===== config.mk =====
export PLATFORM = sky130hd
export DESIGN_NAME = window_layer_compositor_top_flat
export DESIGN_NICKNAME = d
export VERILOG_FILES = /design/src/rtl/core/wlc_pkg.sv /design/src/rtl/core/wlc_in_if.sv /design/src/rtl/core/wlc_out_if.sv /design/src/rtl/core/wlc_cfg_if.sv /design/src/rtl/core/wlc_scale.sv /design/src/rtl/core/wlc_engine.sv /design/src/rtl/core/window_layer_compositor_top.sv /design/src/flat_wrapper.sv
export SDC_FILE = /design/constraint.sdc
export NUM_CORES = 2
export LEC_CHECK = 0
export ABC_CLOCK_PERIOD_IN_PS = 9700
export BUFFER_PORTS_ARGS = -buffer_cell sky130_fd_sc_hd__buf_4
export CAP_MARGIN = 20
export CORE_MARGIN = 2
export CORE_UTILIZATION = 50
export DETAILED_ROUTE_END_ITERATION = 7
export GPL_TIMING_DRIVEN = 0
export PLACE_DENSITY_LB_ADDON = 0.12
export SYNTH_ARGS = -nofsm -noshare
export SYNTH_HDL_FRONTEND = slang
export SYNTH_SLANG_ARGS = --single-unit

===== constraint.sdc =====
create_clock -name clk -period 9.7 [get_ports clk]
set_clock_uncertainty 0.1 [all_clocks]
set_input_delay 1.455 -clock clk [delete_from_list [all_inputs] [get_ports clk]]
set_output_delay 1.455 -clock clk [all_outputs]
set_load 0.02 [all_outputs]

===== src/rtl/core/wlc_pkg.sv =====
// Shared types, codes and constants of the window layer compositor.
`default_nettype none

package wlc_pkg;

  // Default geometry
  localparam int MAX_WINDOWS_DEF   = 8;
  localparam int SCREEN_WIDTH_DEF  = 1280;
  localparam int SCREEN_HEIGHT_DEF = 800;
  localparam int CURSOR_SIZE_DEF   = 10;

  // Pointer scaling and window placement
  localparam int POINTER_FULL     = 32767;
  localparam int ADDED_TITLE_ROWS = 20;
  localparam int CASCADE_STEP     = 30;
  localparam int CASCADE_BASE     = 100;
  localparam int CASCADE_X_MOD    = 400;
  localparam int CASCADE_Y_MOD    = 300;
  localparam int POINTER_X_RESET  = 640;
  localparam int POINTER_Y_RESET  = 400;

  // Register reset values
  localparam logic [31:0] BACKGROUND_RESET = 32'hFF08113B;
  localparam logic [31:0] CURSOR_RESET     = 32'hFFFF0000;
  localparam logic [31:0] UNFOCUSED_RESET  = 32'hFF120A8F;
  localparam logic [31:0] FOCUSED_RESET    = 32'hFF00FFCB;
  localparam logic [5:0]  TITLE_ROWS_RESET = 6'd20;

  localparam int CFG_INDEX_W = 3;

  typedef enum logic [CFG_INDEX_W-1:0] {
    CFG_BACKGROUND = 3'd0,
    CFG_CURSOR     = 3'd1,
    CFG_UNFOCUSED  = 3'd2,
    CFG_FOCUSED    = 3'd3,
    CFG_TITLE_ROWS = 3'd4
  } cfg_idx_t;

  typedef enum logic [2:0] {
    OP_ADD    = 3'd0,
    OP_PTR_X  = 3'd1,
    OP_PTR_Y  = 3'd2,
    OP_BUTTON = 3'd3,
    OP_QUERY  = 3'd4
  } op_t;

  typedef enum logic [2:0] {
    SRC_BACKGROUND = 3'd0,
    SRC_FOCUSED    = 3'd1,
    SRC_UNFOCUSED  = 3'd2,
    SRC_CLIENT     = 3'd3,
    SRC_CURSOR     = 3'd4
  } src_t;

  typedef enum logic [2:0] {
    ST_IDLE,
    ST_PTR_UPD,
    ST_PTR_WR,
    ST_HIT,
    ST_RAISE,
    ST_MUL,
    ST_RESULT
  } state_t;

  typedef struct packed {
    logic [2:0]  operation;
    logic [14:0] pointer_value;
    logic        button_down;
    logic [10:0] client_width;
    logic [9:0]  client_height;
    logic [10:0] query_x;
    logic [9:0]  query_y;
  } item_t;

  typedef struct packed {
    logic [2:0]  source;
    logic [31:0] pixel_color;
    logic [2:0]  window_slot;
    logic [19:0] buffer_offset;
    logic        table_full;
  } result_t;

  typedef struct packed {
    logic [31:0] background_color;
    logic [31:0] cursor_fill;
    logic [31:0] unfocused_title_color;
    logic [31:0] focused_title_color;
    logic [5:0]  title_bar_rows;
  } cfg_regs_t;

  // One window table entry; left and top are two's complement
  typedef struct packed {
    logic [12:0] left;
    logic [12:0] top;
    logic [10:0] width;
    logic [9:0]  height;
  } win_entry_t;

endpackage

`default_nettype wire


===== src/rtl/core/wlc_in_if.sv =====
// Input item channel.
`default_nettype none

interface wlc_in_if import wlc_pkg::*; ();
  logic  valid;
  logic  ready;
  item_t data;

  modport source (output valid, output data, input ready);
  modport sink (input valid, input data, output ready);
endinterface

`default_nettype wire


===== src/rtl/core/wlc_out_if.sv =====
// Result item channel.
`default_nettype none

interface wlc_out_if import wlc_pkg::*; ();
  logic    valid;
  logic    ready;
  result_t data;

  modport source (output valid, output data, input ready);
  modport sink (input valid, input data, output ready);
endinterface

`default_nettype wire


===== src/rtl/core/wlc_cfg_if.sv =====
// Configuration write channel.
`default_nettype none

interface wlc_cfg_if import wlc_pkg::*; ();
  logic                   valid;
  logic                   ready;
  logic [CFG_INDEX_W-1:0] index;
  logic [31:0]            data;

  modport source (output valid, output index, output data, input ready);
  modport sink (input valid, input index, input data, output ready);
endinterface

`default_nettype wire


===== src/rtl/core/wlc_scale.sv =====
// Pointer scaler: absolute 0..32767 coordinate to screen pixels.
`default_nettype none

module wlc_scale import wlc_pkg::*; #(
  parameter int SCREEN_WIDTH  = SCREEN_WIDTH_DEF,
  parameter int SCREEN_HEIGHT = SCREEN_HEIGHT_DEF
) (
  input  wire logic        clk,
  input  wire logic        load,
  input  wire logic        sel_y,
  input  wire logic [14:0] value,
  output logic [12:0]      scaled
);

  localparam int PW = 28;

  logic [PW-1:0] product;
  logic [12:0]   quot_hi;
  logic [15:0]   fold;

  // Register the product of value and screen extent
  always_ff @(posedge clk) begin
    if (load) begin
      product <= PW'(value) * PW'(sel_y ? 13'(SCREEN_HEIGHT) : 13'(SCREEN_WIDTH));
    end
  end

  // Divide by 2^15-1: high part plus one correction step
  always_comb begin
    quot_hi = product[PW-1:15];
    fold    = 16'(quot_hi) + 16'(product[14:0]);
    scaled  = quot_hi + 13'(fold >= 16'(POINTER_FULL));
  end

endmodule

`default_nettype wire


===== src/rtl/core/wlc_engine.sv =====
// Window table and stack memories with the sequencer that serves each item.
`default_nettype none

module wlc_engine import wlc_pkg::*; #(
  parameter int MAX_WINDOWS   = MAX_WINDOWS_DEF,
  parameter int SCREEN_WIDTH  = SCREEN_WIDTH_DEF,
  parameter int SCREEN_HEIGHT = SCREEN_HEIGHT_DEF,
  parameter int CURSOR_SIZE   = CURSOR_SIZE_DEF
) (
  input  wire logic  clk,
  input  wire logic  rst,
  input  cfg_regs_t  regs,
  wlc_in_if.sink     item,
  wlc_out_if.source  result
);

  localparam int SW = (MAX_WINDOWS > 1) ? $clog2(MAX_WINDOWS) : 1;
  localparam int CW = $clog2(MAX_WINDOWS + 1);
  localparam logic [CW-1:0] NO_SLOT = CW'(MAX_WINDOWS);
  localparam int LIM_X = (SCREEN_WIDTH > CURSOR_SIZE) ? SCREEN_WIDTH - CURSOR_SIZE : 0;
  localparam int LIM_Y = (SCREEN_HEIGHT > CURSOR_SIZE) ? SCREEN_HEIGHT - CURSOR_SIZE : 0;

  state_t state, state_next;

  // Memories
  win_entry_t tab_mem [MAX_WINDOWS];
  win_entry_t tab_q, tab_wd;
  logic [SW-1:0] tab_ra, tab_wa;
  logic tab_we;
  logic [SW-1:0] stk_mem [MAX_WINDOWS];
  logic [SW-1:0] stk_q, stk_wd, stk_ra, stk_wa;
  logic stk_we;

  // Persistent state
  logic [CW-1:0] window_count, focus_slot, drag_slot;
  logic          button_held;
  logic [10:0]   grab_dx, pointer_x, cursor_x;
  logic [9:0]    grab_dy, pointer_y, cursor_y;
  logic [15:0]   id_counter;
  logic [8:0]    casc_x, casc_y;

  // Work registers
  logic          is_query, is_y;
  logic [10:0]   hx;
  logic [9:0]    hy;
  logic [SW-1:0] ka, kb, kc, slot_c;
  logic          va, vb, vc, lastb, lastc;
  logic [SW-1:0] hit_slot;
  logic [10:0]   hit_dx, hit_width;
  logic [9:0]    hit_dy;
  logic          hit_title;
  logic [SW-1:0] rpos, raise_wa;
  logic          raise_pend;
  result_t       res;
  logic [19:0]   res_prod;
  logic [10:0]   res_dx;
  logic          out_valid;
  result_t       out_data;

  // Combinational helpers
  op_t           op;
  logic          item_fire, out_free, scale_load;
  logic [12:0]   scaled;
  logic          on_screen, on_cursor, drag_on, table_is_full;
  logic [15:0]   id_next;
  logic [8:0]    cx_next, cy_next;
  logic signed [14:0] c_dx, c_dy;
  logic          covers, title, hit_now;
  logic [SW-1:0] last_pos;
  logic [10:0]   cur_x_new;
  logic [9:0]    cur_y_new;

  assign op           = op_t'(item.data.operation);
  assign item.ready   = (state == ST_IDLE);
  assign item_fire    = item.valid && item.ready;
  assign out_free     = !out_valid || result.ready;
  assign result.valid = out_valid;
  assign result.data  = out_data;
  assign scale_load   = item_fire && (op == OP_PTR_X || op == OP_PTR_Y);
  assign drag_on      = button_held && (drag_slot != NO_SLOT);
  assign table_is_full = window_count >= CW'(MAX_WINDOWS);
  assign last_pos     = SW'(window_count - CW'(1));

  wlc_scale #(
    .SCREEN_WIDTH  (SCREEN_WIDTH),
    .SCREEN_HEIGHT (SCREEN_HEIGHT)
  ) u_scale (
    .clk    (clk),
    .load   (scale_load),
    .sel_y  (op == OP_PTR_Y),
    .value  (item.data.pointer_value),
    .scaled (scaled)
  );

  // Window table memory
  always_ff @(posedge clk) begin
    if (tab_we) begin
      tab_mem[tab_wa] <= tab_wd;
    end
    tab_q <= tab_mem[tab_ra];
  end

  // Stack order memory, position 0 is the bottom
  always_ff @(posedge clk) begin
    if (stk_we) begin
      stk_mem[stk_wa] <= stk_wd;
    end
    stk_q <= stk_mem[stk_ra];
  end

  // Query point against screen and cursor
  always_comb begin
    on_screen = (13'(item.data.query_x) < 13'(SCREEN_WIDTH)) &&
                (13'(item.data.query_y) < 13'(SCREEN_HEIGHT));
    on_cursor = (12'(item.data.query_x) >= 12'(cursor_x)) &&
                (12'(item.data.query_x) < 12'(cursor_x) + 12'(CURSOR_SIZE)) &&
                (12'(item.data.query_y) >= 12'(cursor_y)) &&
                (12'(item.data.query_y) < 12'(cursor_y) + 12'(CURSOR_SIZE));
  end

  // Cascade placement steps
  always_comb begin
    logic [9:0] ax, ay;
    id_next = id_counter + 16'd1;
    ax = 10'(casc_x) + 10'(CASCADE_STEP);
    ay = 10'(casc_y) + 10'(CASCADE_STEP);
    cx_next = (ax >= 10'(CASCADE_X_MOD)) ? 9'(ax - 10'(CASCADE_X_MOD)) : 9'(ax);
    cy_next = (ay >= 10'(CASCADE_Y_MOD)) ? 9'(ay - 10'(CASCADE_Y_MOD)) : 9'(ay);
    if (id_next == 16'd0) begin
      cx_next = 9'd0;
      cy_next = 9'd0;
    end
  end

  // Cover test on the table entry read for the compare stage
  always_comb begin
    logic signed [14:0] l, t;
    l = {{2{tab_q.left[12]}}, tab_q.left};
    t = {{2{tab_q.top[12]}}, tab_q.top};
    c_dx = $signed({4'b0, hx}) - l;
    c_dy = $signed({5'b0, hy}) - t;
    covers = (c_dx >= 15'sd0) && (c_dx < $signed({4'b0, tab_q.width})) &&
             (c_dy >= 15'sd0) && (c_dy < $signed({5'b0, tab_q.height}));
    title = c_dy < $signed({9'b0, regs.title_bar_rows});
    hit_now = vc && covers;
  end

  // Clamped cursor positions
  always_comb begin
    cur_x_new = (scaled > 13'(LIM_X)) ? 11'(LIM_X) : scaled[10:0];
    cur_y_new = (scaled > 13'(LIM_Y)) ? 10'(LIM_Y) : scaled[9:0];
    if (13'(scaled[10:0]) > 13'(LIM_X)) begin
      cur_x_new = 11'(LIM_X);
    end else begin
      cur_x_new = scaled[10:0];
    end
    if (13'(scaled[9:0]) > 13'(LIM_Y)) begin
      cur_y_new = 10'(LIM_Y);
    end else begin
      cur_y_new = scaled[9:0];
    end
  end

  // State register
  always_ff @(posedge clk) begin
    if (rst) begin
      state <= ST_IDLE;
    end else begin
      state <= state_next;
    end
  end

  // Next state and memory ports
  always_comb begin
    state_next = state;
    tab_ra = stk_q;
    tab_we = 1'b0;
    tab_wa = SW'(window_count);
    tab_wd = '0;
    stk_ra = ka;
    stk_we = 1'b0;
    stk_wa = SW'(window_count);
    stk_wd = SW'(window_count);
    case (state)
      ST_IDLE: begin
        if (item_fire) begin
          case (op)
            OP_ADD: begin
              if (!table_is_full) begin
                tab_we = 1'b1;
                tab_wd.left   = 13'(CASCADE_BASE) + 13'(cx_next);
                tab_wd.top    = 13'(CASCADE_BASE) + 13'(cy_next);
                tab_wd.width  = item.data.client_width;
                tab_wd.height = item.data.client_height + 10'(ADDED_TITLE_ROWS);
                stk_we = 1'b1;
              end
              state_next = ST_RESULT;
            end
            OP_PTR_X, OP_PTR_Y: state_next = ST_PTR_UPD;
            OP_BUTTON: begin
              if (item.data.button_down && window_count != '0) begin
                state_next = ST_HIT;
              end
            end
            OP_QUERY: begin
              if (on_screen && !on_cursor && window_count != '0) begin
                state_next = ST_HIT;
              end else begin
                state_next = ST_RESULT;
              end
            end
            default: state_next = ST_IDLE;
          endcase
        end
      end
      ST_PTR_UPD: begin
        tab_ra = SW'(drag_slot);
        state_next = drag_on ? ST_PTR_WR : ST_IDLE;
      end
      ST_PTR_WR: begin
        tab_we = 1'b1;
        tab_wa = SW'(drag_slot);
        tab_wd = tab_q;
        tab_wd.left = 13'(pointer_x) - 13'(grab_dx);
        tab_wd.top  = 13'(pointer_y) - 13'(grab_dy);
        state_next = ST_IDLE;
      end
      ST_HIT: begin
        if (hit_now) begin
          state_next = is_query ? ST_MUL : ST_RAISE;
        end else if (vc && lastc) begin
          state_next = is_query ? ST_RESULT : ST_IDLE;
        end
      end
      ST_RAISE: begin
        stk_ra = rpos + SW'(1);
        if (raise_pend) begin
          stk_we = 1'b1;
          stk_wa = raise_wa;
          stk_wd = stk_q;
        end else if (rpos == last_pos) begin
          stk_we = 1'b1;
          stk_wa = last_pos;
          stk_wd = hit_slot;
          state_next = ST_IDLE;
        end
      end
      ST_MUL: state_next = ST_RESULT;
      ST_RESULT: begin
        if (out_free) begin
          state_next = ST_IDLE;
        end
      end
      default: state_next = ST_IDLE;
    endcase
  end

  // Persistent state and work registers
  always_ff @(posedge clk) begin
    if (rst) begin
      window_count <= '0;
      focus_slot   <= NO_SLOT;
      drag_slot    <= NO_SLOT;
      button_held  <= 1'b0;
      grab_dx      <= '0;
      grab_dy      <= '0;
      pointer_x    <= 11'(POINTER_X_RESET);
      pointer_y    <= 10'(POINTER_Y_RESET);
      cursor_x     <= 11'(POINTER_X_RESET);
      cursor_y     <= 10'(POINTER_Y_RESET);
      id_counter   <= 16'd1;
      casc_x       <= 9'(CASCADE_STEP);
      casc_y       <= 9'(CASCADE_STEP);
      va           <= 1'b0;
      vb           <= 1'b0;
      vc           <= 1'b0;
      raise_pend   <= 1'b0;
      out_valid    <= 1'b0;
    end else begin
      // Drop the result once transferred
      if (out_valid && result.ready) begin
        out_valid <= 1'b0;
      end
      case (state)
        ST_IDLE: begin
          va <= 1'b0;
          vb <= 1'b0;
          vc <= 1'b0;
          res      <= '0;
          res_prod <= '0;
          res_dx   <= '0;
          is_query <= (op == OP_QUERY);
          is_y     <= (op == OP_PTR_Y);
          ka       <= last_pos;
          if (item_fire) begin
            case (op)
              OP_ADD: begin
                if (table_is_full) begin
                  res.table_full <= 1'b1;
                end else begin
                  id_counter   <= id_next;
                  casc_x       <= cx_next;
                  casc_y       <= cy_next;
                  window_count <= window_count + CW'(1);
                  focus_slot   <= window_count;
                  res.window_slot <= 3'(window_count);
                end
              end
              OP_BUTTON: begin
                button_held <= item.data.button_down;
                hx <= pointer_x;
                hy <= pointer_y;
                if (item.data.button_down) begin
                  va <= (window_count != '0);
                end else begin
                  drag_slot <= NO_SLOT;
                end
              end
              OP_QUERY: begin
                hx <= item.data.query_x;
                hy <= item.data.query_y;
                if (!on_screen) begin
                  res.pixel_color <= regs.background_color;
                end else if (on_cursor) begin
                  res.source      <= SRC_CURSOR;
                  res.pixel_color <= regs.cursor_fill;
                end else begin
                  res.pixel_color <= regs.background_color;
                  va <= (window_count != '0);
                end
              end
              default: ;
            endcase
          end
        end
        ST_PTR_UPD: begin
          if (is_y) begin
            pointer_y <= scaled[9:0];
            cursor_y  <= cur_y_new;
          end else begin
            pointer_x <= scaled[10:0];
            cursor_x  <= cur_x_new;
          end
        end
        ST_HIT: begin
          // Advance the three-stage read pipeline, topmost position first
          va    <= va && (ka != '0);
          ka    <= ka - SW'(1);
          vb    <= va;
          kb    <= ka;
          lastb <= (ka == '0);
          vc    <= vb;
          kc    <= kb;
          lastc <= lastb;
          slot_c <= stk_q;
          if (hit_now) begin
            hit_slot  <= slot_c;
            hit_dx    <= c_dx[10:0];
            hit_dy    <= c_dy[9:0];
            hit_title <= title;
            hit_width <= tab_q.width;
            rpos       <= kc;
            raise_pend <= 1'b0;
            if (!is_query) begin
              focus_slot <= CW'(slot_c);
              if (title) begin
                drag_slot <= CW'(slot_c);
                grab_dx   <= c_dx[10:0];
                grab_dy   <= c_dy[9:0];
              end
            end
          end
        end
        ST_RAISE: begin
          if (rpos != last_pos) begin
            raise_wa   <= rpos;
            rpos       <= rpos + SW'(1);
            raise_pend <= 1'b1;
          end else begin
            raise_pend <= 1'b0;
          end
        end
        ST_MUL: begin
          res.window_slot <= 3'(hit_slot);
          if (hit_title) begin
            if (CW'(hit_slot) == focus_slot) begin
              res.source      <= SRC_FOCUSED;
              res.pixel_color <= regs.focused_title_color;
            end else begin
              res.source      <= SRC_UNFOCUSED;
              res.pixel_color <= regs.unfocused_title_color;
            end
          end else begin
            res.source      <= SRC_CLIENT;
            res.pixel_color <= '0;
            res_prod <= 20'((hit_dy - 10'(regs.title_bar_rows)) * 21'(hit_width));
            res_dx   <= hit_dx;
          end
        end
        ST_RESULT: begin
          if (out_free) begin
            out_valid <= 1'b1;
            out_data  <= res;
            out_data.buffer_offset <= res_prod + 20'(res_dx);
          end
        end
        default: ;
      endcase
    end
  end

  // Checks on table bookkeeping
  a_count_bound: assert property (@(posedge clk) disable iff (rst)
    window_count <= CW'(MAX_WINDOWS))
    else $error("window count above table size");

  a_focus_valid: assert property (@(posedge clk) disable iff (rst)
    (focus_slot == NO_SLOT) || (focus_slot < window_count))
    else $error("focus mark on an empty slot");

  a_drag_valid: assert property (@(posedge clk) disable iff (rst)
    (drag_slot != NO_SLOT) |-> (drag_slot < window_count))
    else $error("drag on an empty slot");

  a_raise_pend: assert property (@(posedge clk) disable iff (rst)
    raise_pend |-> (state == ST_RAISE))
    else $error("stack move pending outside raise");

endmodule

`default_nettype wire


===== src/rtl/core/window_layer_compositor_top.sv =====
// Top level of the window layer compositor: configuration registers and engine.
`default_nettype none

// Window layer compositor. Items enter on item and at most one result per item
// leaves on result; add and pixel query give a result, pointer and button items
// give none. An item is taken only when the previous one is finished, though a
// finished result may still wait in the output register. A pointer move during
// a drag also writes the dragged window back to the window table memory. Press
// and query walk the stack memory from the top, one stack position per cycle
// behind a read pipeline of stack read, table read and compare; a query that
// hits goes on to the offset multiply. A press that hits puts the window on top
// and, when it was not on top already, moves the stack entries above it down
// one at a time, limited by the single write port of the stack memory.
// Configuration writes are taken every cycle.
module window_layer_compositor_top import wlc_pkg::*; #(
  parameter int MAX_WINDOWS   = MAX_WINDOWS_DEF,
  parameter int SCREEN_WIDTH  = SCREEN_WIDTH_DEF,
  parameter int SCREEN_HEIGHT = SCREEN_HEIGHT_DEF,
  parameter int CURSOR_SIZE   = CURSOR_SIZE_DEF
) (
  input  wire logic clk,
  input  wire logic rst,
  wlc_cfg_if.sink   cfg,
  wlc_in_if.sink    item,
  wlc_out_if.source result
);

  cfg_regs_t regs;

  assign cfg.ready = 1'b1;

  // Hold the configuration registers; update on a write transfer
  always_ff @(posedge clk) begin
    if (rst) begin
      regs.background_color      <= BACKGROUND_RESET;
      regs.cursor_fill           <= CURSOR_RESET;
      regs.unfocused_title_color <= UNFOCUSED_RESET;
      regs.focused_title_color   <= FOCUSED_RESET;
      regs.title_bar_rows        <= TITLE_ROWS_RESET;
    end else if (cfg.valid && cfg.ready) begin
      case (cfg_idx_t'(cfg.index))
        CFG_BACKGROUND: regs.background_color      <= cfg.data;
        CFG_CURSOR:     regs.cursor_fill           <= cfg.data;
        CFG_UNFOCUSED:  regs.unfocused_title_color <= cfg.data;
        CFG_FOCUSED:    regs.focused_title_color   <= cfg.data;
        CFG_TITLE_ROWS: regs.title_bar_rows        <= cfg.data[5:0];
        default: ;
      endcase
    end
  end

  wlc_engine #(
    .MAX_WINDOWS   (MAX_WINDOWS),
    .SCREEN_WIDTH  (SCREEN_WIDTH),
    .SCREEN_HEIGHT (SCREEN_HEIGHT),
    .CURSOR_SIZE   (CURSOR_SIZE)
  ) u_engine (
    .clk    (clk),
    .rst    (rst),
    .regs   (regs),
    .item   (item),
    .result (result)
  );

endmodule

`default_nettype wire

===== src/flat_wrapper.sv =====
// flat-port wrapper written by rule: the top's interface ports become plain ports
module window_layer_compositor_top_flat import wlc_pkg::*;
#(
  parameter int MAX_WINDOWS   = MAX_WINDOWS_DEF,
  parameter int SCREEN_WIDTH  = SCREEN_WIDTH_DEF,
  parameter int SCREEN_HEIGHT = SCREEN_HEIGHT_DEF,
  parameter int CURSOR_SIZE   = CURSOR_SIZE_DEF
)
  (clk, rst, cfg_valid, cfg_index, cfg_data, cfg_ready, item_valid, item_data, item_ready, result_valid, result_data, result_ready);
  wlc_cfg_if cfg_i ();
  wlc_in_if item_i ();
  wlc_out_if result_i ();
  input  wire logic clk;
  input  wire logic rst;
  input wire logic [$bits(cfg_i.valid)-1:0] cfg_valid;
  input wire logic [$bits(cfg_i.index)-1:0] cfg_index;
  input wire logic [$bits(cfg_i.data)-1:0] cfg_data;
  output wire logic [$bits(cfg_i.ready)-1:0] cfg_ready;
  input wire logic [$bits(item_i.valid)-1:0] item_valid;
  input wire logic [$bits(item_i.data)-1:0] item_data;
  output wire logic [$bits(item_i.ready)-1:0] item_ready;
  output wire logic [$bits(result_i.valid)-1:0] result_valid;
  output wire logic [$bits(result_i.data)-1:0] result_data;
  input wire logic [$bits(result_i.ready)-1:0] result_ready;
  assign cfg_i.valid = cfg_valid;
  assign cfg_i.index = cfg_index;
  assign cfg_i.data = cfg_data;
  assign cfg_ready = cfg_i.ready;
  assign item_i.valid = item_valid;
  assign item_i.data = item_data;
  assign item_ready = item_i.ready;
  assign result_valid = result_i.valid;
  assign result_data = result_i.data;
  assign result_i.ready = result_ready;
  window_layer_compositor_top #(.MAX_WINDOWS(MAX_WINDOWS), .SCREEN_WIDTH(SCREEN_WIDTH), .SCREEN_HEIGHT(SCREEN_HEIGHT), .CURSOR_SIZE(CURSOR_SIZE)) u_core (.clk(clk), .rst(rst), .cfg(cfg_i), .item(item_i), .result(result_i));
endmodule

Word level (Yosys, flattened, before mapping)
Memory sizes are Yosys's and may differ from the RTL's. A register that Yosys moved wholly into a read port is not among the register bits.
Index checks and enable logic that the tools add are counted.
{"block": "op_classes", "add_sub_neg": 22, "mul": 2, "div": 0, "n_lt_le_gt_ge": 17, "n_eq_ne": 33, "n_shift": 0, "n_mux": 93, "bitwise": 4, "reduce_logical": 58}
{"operator": "2-to-1 mux 44 bit", "count": 3}
{"operator": "case mux 47 bit (2 select lines)", "count": 1}
{"operator": "case mux 38 bit (2 select lines)", "count": 1}
{"operator": "2-to-1 mux 3 bit", "count": 24}
{"operator": "2-to-1 mux 34 bit", "count": 2}
{"operator": "2-to-1 mux 32 bit", "count": 2}
{"operator": "2-to-1 mux 4 bit", "count": 11}
{"operator": "case mux 11 bit (2 select lines)", "count": 2}
{"operator": "case mux 20 bit (2 select lines)", "count": 1}
{"operator": "2-to-1 mux 38 bit", "count": 1}
{"operator": "2-to-1 mux 9 bit", "count": 4}
{"operator": "2-to-1 mux 35 bit", "count": 1}
{"operator": "2-to-1 mux 11 bit", "count": 3}
{"operator": "greater-or-equal comparator 14 x 1 -> 1 bit (second input constant)", "count": 2}
{"operator": "multiplier 15 x 11 -> 26 bit", "count": 1}
{"operator": "AND reduction 2 bit", "count": 13}
{"operator": "adder 20 x 11 -> 20 bit", "count": 1}
{"operator": "adder 7 x 9 -> 10 bit (first input constant)", "count": 2}
{"operator": "adder 9 x 5 -> 10 bit (second input constant)", "count": 2}
{"operator": "greater-or-equal comparator 10 x 9 -> 1 bit (second input constant)", "count": 2}
{"operator": "multiplier 11 x 12 -> 20 bit", "count": 1}
{"operator": "2-to-1 mux 1 bit", "count": 20}
{"operator": "2-to-1 mux 20 bit", "count": 1}
{"operator": "!= test 2 bit (second input constant)", "count": 10}
{"operator": "59 further kinds", "count": 118}
{"block": "word_totals", "reg_bits": 486, "latch_bits": 0, "ramBits": 400, "mem_bits_ro": 0, "in_bits": 101, "output_inout_bits": 62, "word_cells": 284, "memories": 2}
{"name": "u_core.u_engine.tab_mem", "depth": 8, "word_bits": 47, "rd": 1, "rd_ports_with_merged_regs": 1, "wr": 1, "line_no": "wlc_engine.sv:26", "text": "win_entry_t tab_mem [MAX_WINDOWS];"}
{"name": "u_core.u_engine.stk_mem", "depth": 8, "word_bits": 3, "rd": 1, "rd_ports_with_merged_regs": 1, "wr": 1, "line_no": "wlc_engine.sv:30", "text": "logic [SW-1:0] stk_mem [MAX_WINDOWS];"}

Depth between registers and ports, before layout
{"block": "logic_depth", "depth_word": 12, "ltp_mapped": 31, "mapped_depth_nobuf": 30}

Hierarchy
A second synthesis with hierarchy kept.
{"block": "hier_totals", "cells_unflattened": 4431, "hier_area_um2": 47272.8}
{"module": "wlc_engine", "n_inst": 1, "cells_per_inst": 3599, "area_per_inst_um2": 38897.3, "seq_area_each_um2": 20840.0}
{"module": "window_layer_compositor_top", "n_inst": 1, "cells_per_inst": 506, "area_per_inst_um2": 5235.0, "seq_area_each_um2": 2682.6}
{"module": "wlc_scale", "n_inst": 1, "cells_per_inst": 326, "area_per_inst_um2": 3140.5, "seq_area_each_um2": 630.6}

Worst setup path after synthesis
Ideal clock, no wire load.
{"block": "synth_path", "kind": "in2reg", "start": "input rst", "end": "register u_core.u_engine.out_data, in the netlist u_core.u_engine.result.data[0], enable pin", "setup_ns": 0.622, "arrival_time_ns": 7.548, "t_required_ns": 8.978, "path_slack_ns": 1.430, "path_stages": 3, "path_buffers": 2, "cell_sequence": "clkbuf_1 > clkbuf_1 > nor4_1"}
{"block": "synth_via", "elab_chain_cells": 2}
{"element": "from (decl)", "line_no": "flat_wrapper.sv:14", "text": "input wire logic rst;"}
{"element": "inverter 1 bit (no line)"}
{"element": "AND reduction 3 bit (no line)"}
{"element": "to (signal assigned)", "line_no": "wlc_engine.sv:403", "text": "out_data <= res;"}
{"element": "to (decl)", "line_no": "wlc_engine.sv:58", "text": "result_t out_data;"}
No other way between the ends.
A chain may end at the register's enable or synchronous reset.

Worst setup path in the final report
{"block": "layout_path", "start": "register u_core.u_engine.hit_dy[0]", "end": "register u_core.u_engine.res_prod[18], data pin"}
{"block": "layout_via", "elab_chain_cells": 4}
{"element": "from (decl)", "line_no": "wlc_engine.sv:50", "text": "logic [9:0] hit_dy;"}
{"element": "from (signal assigned)", "line_no": "wlc_engine.sv:359", "text": "hit_dy <= c_dy[9:0];"}
{"element": "subtractor 10 x 6 -> 11 bit", "line_no": "wlc_engine.sv:396", "text": "res_prod <= 20'((hit_dy - 10'(regs.title_bar_rows)) * 21'(hit_width));"}
{"element": "multiplier 11 x 12 -> 20 bit", "line_no": "wlc_engine.sv:396"}
{"element": "2-to-1 mux 20 bit", "line_no": "wlc_engine.sv:385", "text": "if (hit_title) begin"}
{"element": "case mux 20 bit (2 select lines)", "line_no": "wlc_engine.sv:284", "text": "case (state)"}
{"element": "to (signal assigned)", "line_no": "wlc_engine.sv:396"}
{"element": "to (decl)", "line_no": "wlc_engine.sv:55", "text": "logic [19:0] res_prod;"}
No other way between the ends. The select of a mux whose other input is x is not followed.

==> results.md <==
* Synthesis Warnings at 0
* Highest routing layer actually used: met4
* Row Count at ~110
* Root Buffer: clkbuf_16
* Post-DP Area at between 40000 and 50000 sq um
* Post-route standard cell area excluding fillers at between 50000 and 60000 sq um
* Number of hold-repair buffers added at the cts stage at 0
* Vias in the first global route at 30222
* Vias per std cell at 5.66
* Placeable core region at roughly 91000 sq um
* Highest achievable clock rate at approximately 140 MHz
* Leading cell type by number of instances after synthesis: edfxtp_1
* Max FO, Critical Path at 10
* Total wire length after detailed routing at about 120000 microns
* Chip Height at 307 microns
* Worst max-slew margin expressed relative to the limit at around 18%
* Placed wire-length estimate at between 80000 and 90000 microns
* Clock transition at the registers of the reported paths at around 0.060 ns
* Worst setup EP type: flop
* Fraction of registers with async set/reset at 0%
* Cell area after technology mapping at 45800 sq um
* Leakage component of the power at roughly 20 nW
* # port buffers at between 150 and 200
* Primary flip-flop cell chosen by synthesis mapping: edfxtp_1
* Max-slew violation count at 0
* Transition time at the pin with the least slew margin at between 1 and 1.5 ns
* Initial Util at 50.2%
* Setup repair after global routing missed its margin: false
* Critical path's most frequent cell: fa_1
* Sequential cell area fraction in the yosys report at 52.7%
* Maximum root-to-sink buffer count at 3
* Cell depth of the worst min-delay path at 0
* Fraction of final layout cells sized beyond drive strength 1 at between 10% and 20%
* Detailed Routing Iterations Pass 1 at 5
* Final hold violation count at 0
* Worst endpoint data arrival time at 7.60 ns
* Overall via count from detail_route at a little over 30000
* Post-layout min period at 7.34 ns
* Antenna Nets Post-Route at 0
* Layout overhead on the synthesized area at 14.2%
* MaxCap Viol Count at 0
* Post-CTS setup-driven buffer insertion count at 0
* Maximum number of pins on one net before global-route repair at 37
* Worst hold start: u_core.u_engine.res[26]$_DFFE_PP_
* Cell at the slowest stage of the critical path: fa_1
* FF-to-FF End: u_core.u_engine.res_prod[18]$_SDFFCE_PN0P_
* Leading area contributor after synthesis: edfxtp_1
* Number of DRC violations after detailed-routing iteration 0 at 2636
* Number of cells on the worst reg-to-reg path at 27
* Most area-consuming cells after synthesis: edfxtp_1 40%, dfxtp_1 13%, ha_1 7.6%
* Worst Hold End: u_core.u_engine.result.data[26]$_DFFE_PP_
* Final Setup Violations at 0
* Critical Path Start Type: flop
* Metal-1 WL at between 50000 and 60000 microns
* Routed length per placed instance at 22.0 microns
* Gp weighted congestion at about 0.94
* Ports at 163
* Worst skew pair latency at around 0.67 ns
* H-tree depth at 3
* Share of the synthesized area in the top cell type at between 30% and 40%
* Period utilisation layout at roughly three quarters
* Worst r2r src: u_core.u_engine.hit_dy[0]$_DFFE_PP_
* Power per cell area at roughly 180 nW/um^2
* Setup total negative slack at 0 ns
* Result of the run: complete, no violations
* Crit path kind: reg -> reg
* Residual overflow from global routing at 0
* Overall Power at 9.47 mW
* Total track usage at 25.6%
* Number of enable-type register cells in the synthesized netlist at just over 600
* Synth Net Count at 4368
* Buf/Inv on CP at 5
* Worst IR Drop VDD at about 0.13 mV
* Worst setup slack before clock tree synthesis at 2.37 ns
* Average cell area after synthesis at around 12 sq um
* Global-route wire length before repair at 182000 microns
* Initial antenna violation count at 2
* Net total in the final layout at roughly 4700
* Total Die Area at between 90000 and 100000 sq um
* Number of clock buffers inserted by TritonCTS at 95
* Setup ws final at roughly 2.4 ns
* Leading post-synthesis cells by instance count: 605 x edfxtp_1, 479 x nand2_1, 299 x dfxtp_1
* Number of synthesized register bits at around 900
* Flop2flop setup slack at 2.36 ns
* Sinks on the clock net at ~900
* Worst hold-check path type: reg -> reg
* Gate count of the mapped netlist at approximately 3900
* Largest stage delay on the critical path at between 0.5 and 0.6 ns
* Detailed-route DRC error count at 0
* WP data required at between 9 and 10 ns
* # resized after CTS at 0
* Total met2 wirelength after detailed routing at between 50000 and 60000 microns
* Die Span X at between 300 and 400 microns
* Unique cell type count in the Yosys netlist at slightly below 90
* Detailed-routed wire length on met3 at roughly 7100 microns
* Minimum hold slack at ~0.32 ns
* Clock tree from TritonCTS: built
* Critical path's top delay family: adder cells
[sequential cells by signal, summed over array words and instances (netlist names), 16 cells and up]
signal and flops:
u_core.u_engine.res_prod 20, u_core.u_engine.tab_mem 352, u_core.regs 134, u_core.u_engine.result.data 59, u_core.u_engine.u_scale.product 21, u_core.u_engine.res 39
u_core.u_engine.id_counter 16, u_core.u_engine.stk_mem 24, u_core.u_engine.tab_q 44
[cells by family (layout without fill, tap and decap cells)]
family,Yosys count,after routing,synth area share [%]
buffers and inverters,470,844,3.97
multiplexers,262,262,8.51
XOR/XNOR,167,167,3.22
flip-flops,904,904,52.7
AND/OR/NAND/NOR,1097,1097,11.0
other,2,6,0.0164
adder cells (fa/ha/maj),380,380,12.0
AO/OA/AOI/OAI,605,605,8.51
[how the worst max path moves through the flow]
stage                                                            end  slack, ns                                 from  cells after the start
after floorplan             u_core.u_engine.result.data[0]$_DFFE_PP_       1.43                                  rst                      3
after global placement     u_core.u_engine.result.data[20]$_DFFE_PP_      -2.87                                  rst                      3
after detailed placement  u_core.u_engine.res_prod[18]$_SDFFCE_PN0P_       2.37  u_core.u_engine.hit_dy[0]$_DFFE_PP_                     25
after CTS                 u_core.u_engine.res_prod[18]$_SDFFCE_PN0P_       2.30          u_core.regs[1]$_SDFFE_PP0P_                     27
after global routing      u_core.u_engine.res_prod[18]$_SDFFCE_PN0P_       1.78          u_core.regs[1]$_SDFFE_PP0P_                     27
final                     u_core.u_engine.res_prod[18]$_SDFFCE_PN0P_       2.36  u_core.u_engine.hit_dy[0]$_DFFE_PP_                     27
[through the flow]
step | utilization, % | instances
2_1_floorplan | - | 3887
3_3_place_gp | 53.1 | 5232
3_5_place_dp | 53.8 | 5265
4_1_cts | 57.3 | 5443
5_1_grt | 57.3 | 5449
6_report | 57.3 | 5451
[per-layer routing]
| layer | up-vias | track usage, % |
|---|---|---|
| met2 | 968 | 42.0 |
| met3 | 194 | 3.64 |
| met5 | - | 0 |
| li1 | 14529 | - |
| met4 | 0 | 8.38 |
| met1 | 15188 | 35.0 |
[final cells by class]
type,instances,area (sq um)
diodes,4,10.0
plain buffers,195,785
clock buffers,127,2700
clock inverters,51,510
fillers,7682,38900
inverters,275,1030
multi-input cells,2513,19900
flip-flops and latches,904,24200
well taps,1186,1480
repair buffers,196,1690
[layout by cell type, fill, tap and decap left out, drive strengths merged, types with 111 or more instances in the layout]
| cell | count |
|---|---|
| ha | 280 |
| dfxtp | 299 |
| nand2 | 479 |
| o21ai | 115 |
| buf | 220 |
| nor2 | 202 |
| clkbuf | 297 |
| a21oi | 189 |
| nand3 | 111 |
| inv | 277 |
| edfxtp | 605 |
[power by group]
part           internal (mW)  total [mW]  switching (mW)
registers               4.27        4.33          0.0616
clock network           2.17        3.72            1.55
logic                  0.559        1.42           0.864
(Power assumes the default switching activity.)
